<file path="src/bm_pkg.sv">
// ----------------------------------------------------------------------------
// bm_pkg
// Shared types and constants for the buffer median block: word structs,
// shared unit opcodes and result struct.
// ----------------------------------------------------------------------------
package bm_pkg;

    localparam int SAMPLE_W        = 32;
    localparam int MAX_SAMPLES_DEF = 64;

    typedef struct packed {
        logic signed [SAMPLE_W-1:0] sample;
        logic                       last_of_set;
    } bm_in_t;

    typedef struct packed {
        logic signed [SAMPLE_W-1:0] median;
        logic                       overflowed;
    } bm_out_t;

    typedef enum logic {
        OP_CMP,
        OP_ADD
    } bm_op_t;

    typedef struct packed {
        logic                gt;
        logic [SAMPLE_W:0]   sum;
    } bm_unit_res_t;

endpackage

</file>
<file path="src/bm_ram.sv">
// ----------------------------------------------------------------------------
// bm_ram
// Generic single-write, single-read RAM with registered read data.
// ----------------------------------------------------------------------------
module bm_ram #(
    parameter int WIDTH = 32,
    parameter int DEPTH = 64
) (
    input  logic                     clk,
    input  logic                     we,
    input  logic [$clog2(DEPTH)-1:0] waddr,
    input  logic [WIDTH-1:0]         wdata,
    input  logic [$clog2(DEPTH)-1:0] raddr,
    output logic [WIDTH-1:0]         rdata
);

    logic [WIDTH-1:0] mem_reg [DEPTH];
    logic [WIDTH-1:0] rdata_reg;

    always_ff @(posedge clk)
    begin
        if (we)
        begin
            mem_reg[waddr] <= wdata;
        end
        rdata_reg <= mem_reg[raddr];
    end

    assign rdata = rdata_reg;

endmodule

</file>
<file path="src/bm_unit.sv">
// ----------------------------------------------------------------------------
// bm_unit
// Shared 33-bit adder: signed greater-than compare for the insertion walk,
// sum of the two middle entries for the median.
// ----------------------------------------------------------------------------
module bm_unit
    import bm_pkg::*;
(
    input  bm_op_t              op,
    input  logic [SAMPLE_W-1:0] a,
    input  logic [SAMPLE_W-1:0] b,
    output bm_unit_res_t        res
);

    logic [SAMPLE_W:0] a_ext;
    logic [SAMPLE_W:0] b_ext;
    logic [SAMPLE_W:0] b_op;
    logic              cin;
    logic [SAMPLE_W:0] total;

    assign a_ext = {a[SAMPLE_W-1], a};
    assign b_ext = {b[SAMPLE_W-1], b};
    // compare runs as a - b through the same adder
    assign b_op  = (op == OP_CMP) ? ~b_ext : b_ext;
    assign cin   = (op == OP_CMP);
    assign total = a_ext + b_op + {{SAMPLE_W{1'b0}}, cin};

    assign res.sum = total;
    assign res.gt  = !total[SAMPLE_W] && (total != '0);

endmodule

</file>
<file path="src/buffer_median.sv">
// Insertion: busy stays high after the accept cycle while a sample walks the
// sorted RAM, one shared compare per cycle, each larger entry moving up a slot.
// A last sample then adds RAM reads in S_MED_RD and S_MED_ODD (odd count) or in
// S_MED_RD, S_MED_LO and S_MED_HI (even count), and the done strobe follows in
// the next cycle, for one cycle only. A new word is taken only in S_IDLE.
// Reset: rst_n clears the count and overflow flag; RAM contents are not cleared.
// ----------------------------------------------------------------------------
// buffer_median
// Median of a set of signed Q16.16 samples kept in a sorted RAM.
// ----------------------------------------------------------------------------
module buffer_median
    import bm_pkg::*;
#(
    parameter int MAX_SAMPLES = MAX_SAMPLES_DEF
) (
    input  logic    clk,
    input  logic    rst_n,
    input  logic    start,
    output logic    busy,
    input  bm_in_t  item,
    output logic    done,
    output bm_out_t result
);

    localparam int AW = $clog2(MAX_SAMPLES);
    localparam int CW = $clog2(MAX_SAMPLES + 1);

    typedef enum logic [2:0] {
        S_IDLE,
        S_SHIFT,
        S_PLACE,
        S_MED_RD,
        S_MED_ODD,
        S_MED_LO,
        S_MED_HI
    } state_t;

    state_t              state_reg, state_next;
    logic [AW-1:0]       pos_reg, pos_next;
    logic [CW-1:0]       fill_reg, fill_next;
    logic                ovf_reg, ovf_next;
    logic                last_reg, last_next;
    logic [SAMPLE_W-1:0] x_reg, x_next;
    logic [SAMPLE_W-1:0] lo_reg, lo_next;
    logic                done_reg, done_next;
    bm_out_t             result_reg, result_next;

    logic                ram_we;
    logic [AW-1:0]       ram_waddr;
    logic [SAMPLE_W-1:0] ram_wdata;
    logic [AW-1:0]       ram_raddr;
    logic [SAMPLE_W-1:0] ram_rdata;

    bm_op_t              unit_op;
    logic [SAMPLE_W-1:0] unit_a;
    logic [SAMPLE_W-1:0] unit_b;
    bm_unit_res_t        unit_res;

    logic [AW-1:0]       half;

    bm_ram #(
        .WIDTH (SAMPLE_W),
        .DEPTH (MAX_SAMPLES)
    ) u_ram (
        .clk   (clk),
        .we    (ram_we),
        .waddr (ram_waddr),
        .wdata (ram_wdata),
        .raddr (ram_raddr),
        .rdata (ram_rdata)
    );

    bm_unit u_unit (
        .op  (unit_op),
        .a   (unit_a),
        .b   (unit_b),
        .res (unit_res)
    );

    assign half = AW'(fill_reg >> 1);

    always_comb
    begin
        state_next  = state_reg;
        pos_next    = pos_reg;
        fill_next   = fill_reg;
        ovf_next    = ovf_reg;
        last_next   = last_reg;
        x_next      = x_reg;
        lo_next     = lo_reg;
        done_next   = 1'b0;
        result_next = result_reg;
        ram_we      = 1'b0;
        ram_waddr   = pos_reg;
        ram_wdata   = x_reg;
        ram_raddr   = '0;
        unit_op     = OP_CMP;
        unit_a      = ram_rdata;
        unit_b      = x_reg;

        case (state_reg)
            S_IDLE:
            begin
                if (start)
                begin
                    x_next    = item.sample;
                    last_next = item.last_of_set;
                    if (fill_reg < CW'(MAX_SAMPLES))
                    begin
                        pos_next = AW'(fill_reg);
                        if (fill_reg == '0)
                        begin
                            state_next = S_PLACE;
                        end
                        else
                        begin
                            ram_raddr  = AW'(fill_reg - 1'b1);
                            state_next = S_SHIFT;
                        end
                    end
                    else
                    begin
                        // store full: drop the word
                        ovf_next = 1'b1;
                        if (item.last_of_set)
                        begin
                            state_next = S_MED_RD;
                        end
                    end
                end
            end

            S_SHIFT:
            begin
                ram_we    = 1'b1;
                ram_waddr = pos_reg;
                if (unit_res.gt)
                begin
                    // move entry up one slot, fetch the next one down
                    ram_wdata = ram_rdata;
                    pos_next  = pos_reg - 1'b1;
                    if (pos_reg == AW'(1))
                    begin
                        state_next = S_PLACE;
                    end
                    else
                    begin
                        ram_raddr = pos_reg - AW'(2);
                    end
                end
                else
                begin
                    ram_wdata  = x_reg;
                    fill_next  = fill_reg + 1'b1;
                    state_next = last_reg ? S_MED_RD : S_IDLE;
                end
            end

            S_PLACE:
            begin
                ram_we     = 1'b1;
                ram_waddr  = pos_reg;
                ram_wdata  = x_reg;
                fill_next  = fill_reg + 1'b1;
                state_next = last_reg ? S_MED_RD : S_IDLE;
            end

            S_MED_RD:
            begin
                if (fill_reg[0])
                begin
                    ram_raddr  = half;
                    state_next = S_MED_ODD;
                end
                else
                begin
                    ram_raddr  = half - 1'b1;
                    state_next = S_MED_LO;
                end
            end

            S_MED_LO:
            begin
                lo_next    = ram_rdata;
                ram_raddr  = half;
                state_next = S_MED_HI;
            end

            S_MED_HI:
            begin
                unit_op                = OP_ADD;
                unit_a                 = lo_reg;
                unit_b                 = ram_rdata;
                // floor of the 33-bit sum over two
                result_next.median     = unit_res.sum[SAMPLE_W:1];
                result_next.overflowed = ovf_reg;
                done_next              = 1'b1;
                fill_next              = '0;
                ovf_next               = 1'b0;
                state_next             = S_IDLE;
            end

            S_MED_ODD:
            begin
                result_next.median     = ram_rdata;
                result_next.overflowed = ovf_reg;
                done_next              = 1'b1;
                fill_next              = '0;
                ovf_next               = 1'b0;
                state_next             = S_IDLE;
            end

            default:
            begin
                state_next = S_IDLE;
            end
        endcase
    end

    always_ff @(posedge clk or negedge rst_n)
    begin
        if (!rst_n)
        begin
            state_reg  <= S_IDLE;
            pos_reg    <= '0;
            fill_reg   <= '0;
            ovf_reg    <= 1'b0;
            last_reg   <= 1'b0;
            x_reg      <= '0;
            lo_reg     <= '0;
            done_reg   <= 1'b0;
            result_reg <= '0;
        end
        else
        begin
            state_reg  <= state_next;
            pos_reg    <= pos_next;
            fill_reg   <= fill_next;
            ovf_reg    <= ovf_next;
            last_reg   <= last_next;
            x_reg      <= x_next;
            lo_reg     <= lo_next;
            done_reg   <= done_next;
            result_reg <= result_next;
        end
    end

    assign busy   = (state_reg != S_IDLE);
    assign done   = done_reg;
    assign result = result_reg;

endmodule

</file>
<file path="config.mk">
export PLATFORM = sky130hd
export DESIGN_NAME = buffer_median
export DESIGN_NICKNAME = d
export VERILOG_FILES = /design/src/bm_pkg.sv /design/src/bm_ram.sv /design/src/bm_unit.sv /design/src/buffer_median.sv
export SDC_FILE = /design/constraint.sdc
export NUM_CORES = 2
export LEC_CHECK = 0
export BUFFER_PORTS_ARGS = -buffer_cell sky130_fd_sc_hd__buf_2
export CELL_PAD_IN_SITES_DETAIL_PLACEMENT = 1
export CELL_PAD_IN_SITES_GLOBAL_PLACEMENT = 2
export CORE_AREA = 3 3 407 409
export DETAILED_ROUTE_END_ITERATION = 8
export DIE_AREA = 0 0 410 412
export MAX_ROUTING_LAYER = met4
export PLACE_DENSITY_LB_ADDON = 0.12
export SYNTH_ARGS = -nofsm -noshare
export SYNTH_HDL_FRONTEND = slang
export SYNTH_HIERARCHICAL = 1
export SYNTH_SLANG_ARGS = --single-unit
</file>
<file path="constraint.sdc">
create_clock -name clk -period 12.9 [get_ports clk]
set_input_delay 0.645 -clock clk [delete_from_list [all_inputs] [get_ports clk]]
set_output_delay 0.645 -clock clk [all_outputs]
set_load 0.1 [all_outputs]
</file>
; ---- Yosys cells after proc, flatten, opt, wreduce, memory -nomap -nowiden
; Memories as Yosys holds them, arrays and structs flattened. A register that Yosys moved wholly into a read port is not among the register bits.
; Cells that the tools add are included.
[word_totals]
regBits = 116
mem_bits_rw = 2048
inputBits = 36
out_inout_bits = 35
elab_cells = 88
memories = 1
[memory_table]
columns = memory, depth, width, rd, rd_ports_with_merged_regs, write_ports, line_no
row1 = u_ram.mem_reg, 64, 32, 1, 1, 1, bm_ram.sv:17  ; logic [WIDTH-1:0] mem_reg [DEPTH];
[classes]
n_addsub = 7
magnitude_cmp = 1
n_eq_ne = 14
muxes = 36
n_bitwise = 2
n_reduce_logical = 17
[ops]
columns = operator, count
row1 = $mux 32, 4
row2 = $pmux 33 s2, 1
row3 = $mux 6, 9
row4 = $add 33x1->33, 1
row5 = $add 33x33->33, 1
row6 = $mux 33, 1
row7 = $not 33->33, 1
row8 = $reduce_bool 33->1, 1
row9 = $pmux 6 s4, 1
row10 = $pmux 7 s3, 1
row11 = $sub 6x1->6 const B, 3
row12 = $mux 3, 5
row13 = $pmux 3 s5, 1
row14 = $pmux 6 s2, 1
row15 = $eq 3x3->1 const B, 3
row16 = $mux 1, 8
row17 = $ne 2x2->1 const B, 4
row18 = $add 7x1->7 const B, 1
row19 = $logic_not 7->1, 1
row20 = $lt 7x7->1 const B, 1
row21 = $mux 7, 1
row22 = $eq 3x2->1 const B, 2
row23 = $eq 6x1->1 const B, 1
row24 = $ne 3x3->1 const B, 2
row25 = 15 further kinds, 22

; ---- Longest topological paths before layout
[depth]
word_depth = 10
ltp_mapped = 37
depth_no_buf = 26

; ---- Hierarchy
; Netlist, hierarchy kept.
[by_module_without_submodules]
columns = module, instances, cells_per_inst, area_each_um2, seq_area_each_um2
row1 = bm_ram, 1, 3324, 78515.3, 62139.6
row2 = buffer_median, 1, 707, 6646.4, 2902.8
row3 = bm_unit, 1, 328, 2391.0, 0.0

; ---- Worst setup path after synthesis
; Ideal clock, no wire load.
[synth_timing]
path_type = reg-to-reg
from = register state_reg[0]
to = register u_ram.rdata_reg[13], in the netlist u_ram/rdata[13], read port of u_ram.mem_reg
setup_ns = 0.117
arrival_time_ns = 6.927
t_required_ns = 12.783
setup_slack_ns = 5.856
stages_incl_launch_ff = 34
n_path_buf = 9
synth_period_minus_slack_ns = 7.044
path_cell_list = dfrtp_1 -> nand2b_2 -> inv_2 -> nand2_1 -> buf_4 -> buf_6 -> inv_1 -> buf_2 -> buf_1 -> xnor2_1 -> ha_1 -> buf_6 -> a21oi_4 -> o22ai_1 -> o31ai_4 -> a21oi_2 -> xor2_1 -> or4_1 -> a2111o_1 -> nor4_2 -> nand4b_1 -> o41a_1 -> nand4bb_1 -> clkbuf_1 -> a31oi_1 -> a221oi_1 -> o21ai_0 -> buf_2 -> clkbuf_1 -> clkbuf_1 -> mux4_2 -> mux4_2 -> o22ai_1 -> nor2_1
[synth_lines]
columns = element, line_no
row1 = "start, declared", buffer_median.sv:38  ; state_t state_reg, state_next;
row2 = "start signal, assigned", buffer_median.sv:236  ; state_reg <= state_next;
row3 = "end, declared", bm_ram.sv:18  ; logic [WIDTH-1:0] rdata_reg;

==> metrics <==
CTS Buf Count 214; Die Span X 410 microns; nets@finish 4,662; ratio of cells with drive above 1 in the final layout 0.271; Hold Worst Slack 0.0607 ns; reg2reg path depth 29; placement row count 148; register area share after synthesis 0.743; ratio of final minimum period to clock period 0.887; Startpoint Class register; Setup crit start state_reg[2]$_DFFE_PN0P_; reg2reg end u_ram/rdata[13]$_DFF_P_; Net Count, Synth 4,439; post-placement cell area 0.0912 sq mm; Congestion Overflow GR 0; Ports 71; hold path depth 2; Seq cells post-synth 2,196; clock latency on the worst-skew pair 0.87 ns; crit path max fanout 68; WP data arrival 12.15 ns; EDFF count, synth 2,048; Post-Route WL 245 mm; number of post-CTS setup repair buffers 0; Crit Path Class reg -> reg; max reg flops 2,048; htree depth 4; Crit Reg-Reg Startpoint state_reg[2]$_DFFE_PN0P_; CP Capture Type register; vias in the first global route 46,700; reg2reg setup slack 1.46 ns; leading cell types by count after synthesis edfxtp_1 (2,048), mux4_2 (544), nand2_1 (286); hpwl dp 139 mm; DR pass1 iterations 5; TNS Setup 0 ns; Via density 6.55; post-synth cell types 95; clock skew 0.0368 ns; Hold WC Path Type in -> reg; CTS clk-pin slew, worst paths 0.06 ns; hold endpoint x_reg[5]$_DFFE_PN0P_; Routed Antenna Nets 0; post-CTS sizing 0; Crit-path slowest cell dfrtp_1; Yosys top cell area share 0.702; Slowest Stage Delay on Critical Path 0.77 ns; placer congestion estimate 0.901; Max Clock Freq 87.4 MHz; vias post-DR 45,500; RSZ-0062 raised after global routing false; Synth Cell Area 0.0876 sq mm; CTS Root Cell clkbuf_16; Slew @ Worst Pin 1.23 ns; cells after synthesis 4,359; dpl ws 1.42 ns; Setup violations, final 0; area leader, netlist edfxtp_1; Req. time, crit path 13.61 ns; first-pass GRT wire length 352 mm; number of max-cap violations 0; Die Area 0.169 sq mm; P&R area growth vs syn 12.6%; Final Hold Fails 0; most common cell in the netlist edfxtp_1; # DRC 0; pin count of the biggest net entering global routing 117; CTS tree done; status finished clean; gr usage total 0.305; mean routed wirelength per cell 35.3 microns; Syn Area/Cell 20.1 sq um; Synth Flop Type edfxtp_1; slew margin rel. 0.179; Die Span Y 412 microns; Min-Delay Startpoint item[6]; Synth Warn # 6; Final WS setup 1.46 ns; synth top area cells edfxtp_1 (70%), mux4_2 (14%), dfrtp_1 (3.3%), mux2i_1 (1.4%), nand2_1 (1.2%); FFs w/ async S/R, synth 0.0528; design area 0.0986 sq mm; Core ar. 0.162 sq mm; min Tclk post-route 11.44 ns; PortBufs 70; CTS Sinks 2,196; clk buf depth 3; Hold Buf Count CTS 33; Slew Limit Fails 0; Starting Density 0.539; initial drt markers 6,189; initial antenna violation count 13
-- worst max-delay path, delay by kind of cell (launching register included) --
kind | cells | cell delay, ns
compound gates | 13 | 4.48
fa+ha+maj | 1 | 0.42
buf+inv | 4 | 2.02
flops | 1 | 0.77
mux | 2 | 1.06
simple gates | 9 | 2.44
-- metal layers --
| layer | up-vias | routed length, microns | GRT usage |
|---|---|---|---|
| met4 | 0 | 6790 | 0.0846 |
| li1 | 18400 | - | - |
| met2 | 2228 | 115000 | 0.455 |
| met5 | - | 0 | - |
| met1 | 24600 | 100000 | 0.440 |
| met3 | 329 | 22600 | 0.0544 |
-- logic make-up (layout without fill, tap and decap cells) --
group,after synthesis,count (layout),synth area share
buffers and inverters,267,675,0.0151
muxes,769,769,0.167
xor gates and xnor gates,65,65,0.00650
AOI/OAI and AO/OA,404,404,0.0303
and+or+nand+nor,614,614,0.0318
DFF,2196,2196,0.743
other,0,3,0
adders and majority gates,44,44,0.00637
-- layout make-up --
| type | count | area, sq um |
|---|---|---|
| multi-input cells | 1896 | 21800 |
| flip-flops and latches | 2196 | 65000 |
| clock buffers | 269 | 5640 |
| well taps | 2175 | 2720 |
| fillers | 13600 | 63800 |
| clock inverters | 132 | 1340 |
| diodes | 3 | 7.51 |
| repair buffers | 249 | 1930 |
| inverters | 25 | 93.8 |
-- metrics by stage --
step	utilization	std cells
finish	0.607	6945
global route	0.607	6942
CTS	0.607	6940
detailed placement	0.562	6506
global placement	0.562	6506
floorplan	-	4359
-- how the worst max path moves through the flow --
stage,cells past startpoint,end,slack (ns)
2_1_floorplan,33,u_ram/rdata[13]$_DFF_P_,5.86
3_3_place_gp,29,u_ram/rdata[19]$_DFF_P_,1.55
3_5_place_dp,29,u_ram/rdata[13]$_DFF_P_,1.42
4_1_cts,29,u_ram/rdata[13]$_DFF_P_,1.36
5_1_grt,29,u_ram/rdata[13]$_DFF_P_,0.60
6_report,29,u_ram/rdata[13]$_DFF_P_,1.46
-- cell usage in the layout (no fill, tap or decap), types with 51 or more instances in the layout --
cell type	count
nor2_4	62
a21oi_1	106
xnor2_1	51
o21ai_0	63
clkbuf_16	215
buf_4	135
mux2_2	95
nand2_1	253
o22ai_1	86
edfxtp_1	2048
buf_2	69
mux4_2	544
nor2_1	108
mux2i_1	126
dfrtp_1	115
Power is not shown: default switching activity piles up to over one toggle a cycle in this logic, so the estimate is an artifact.
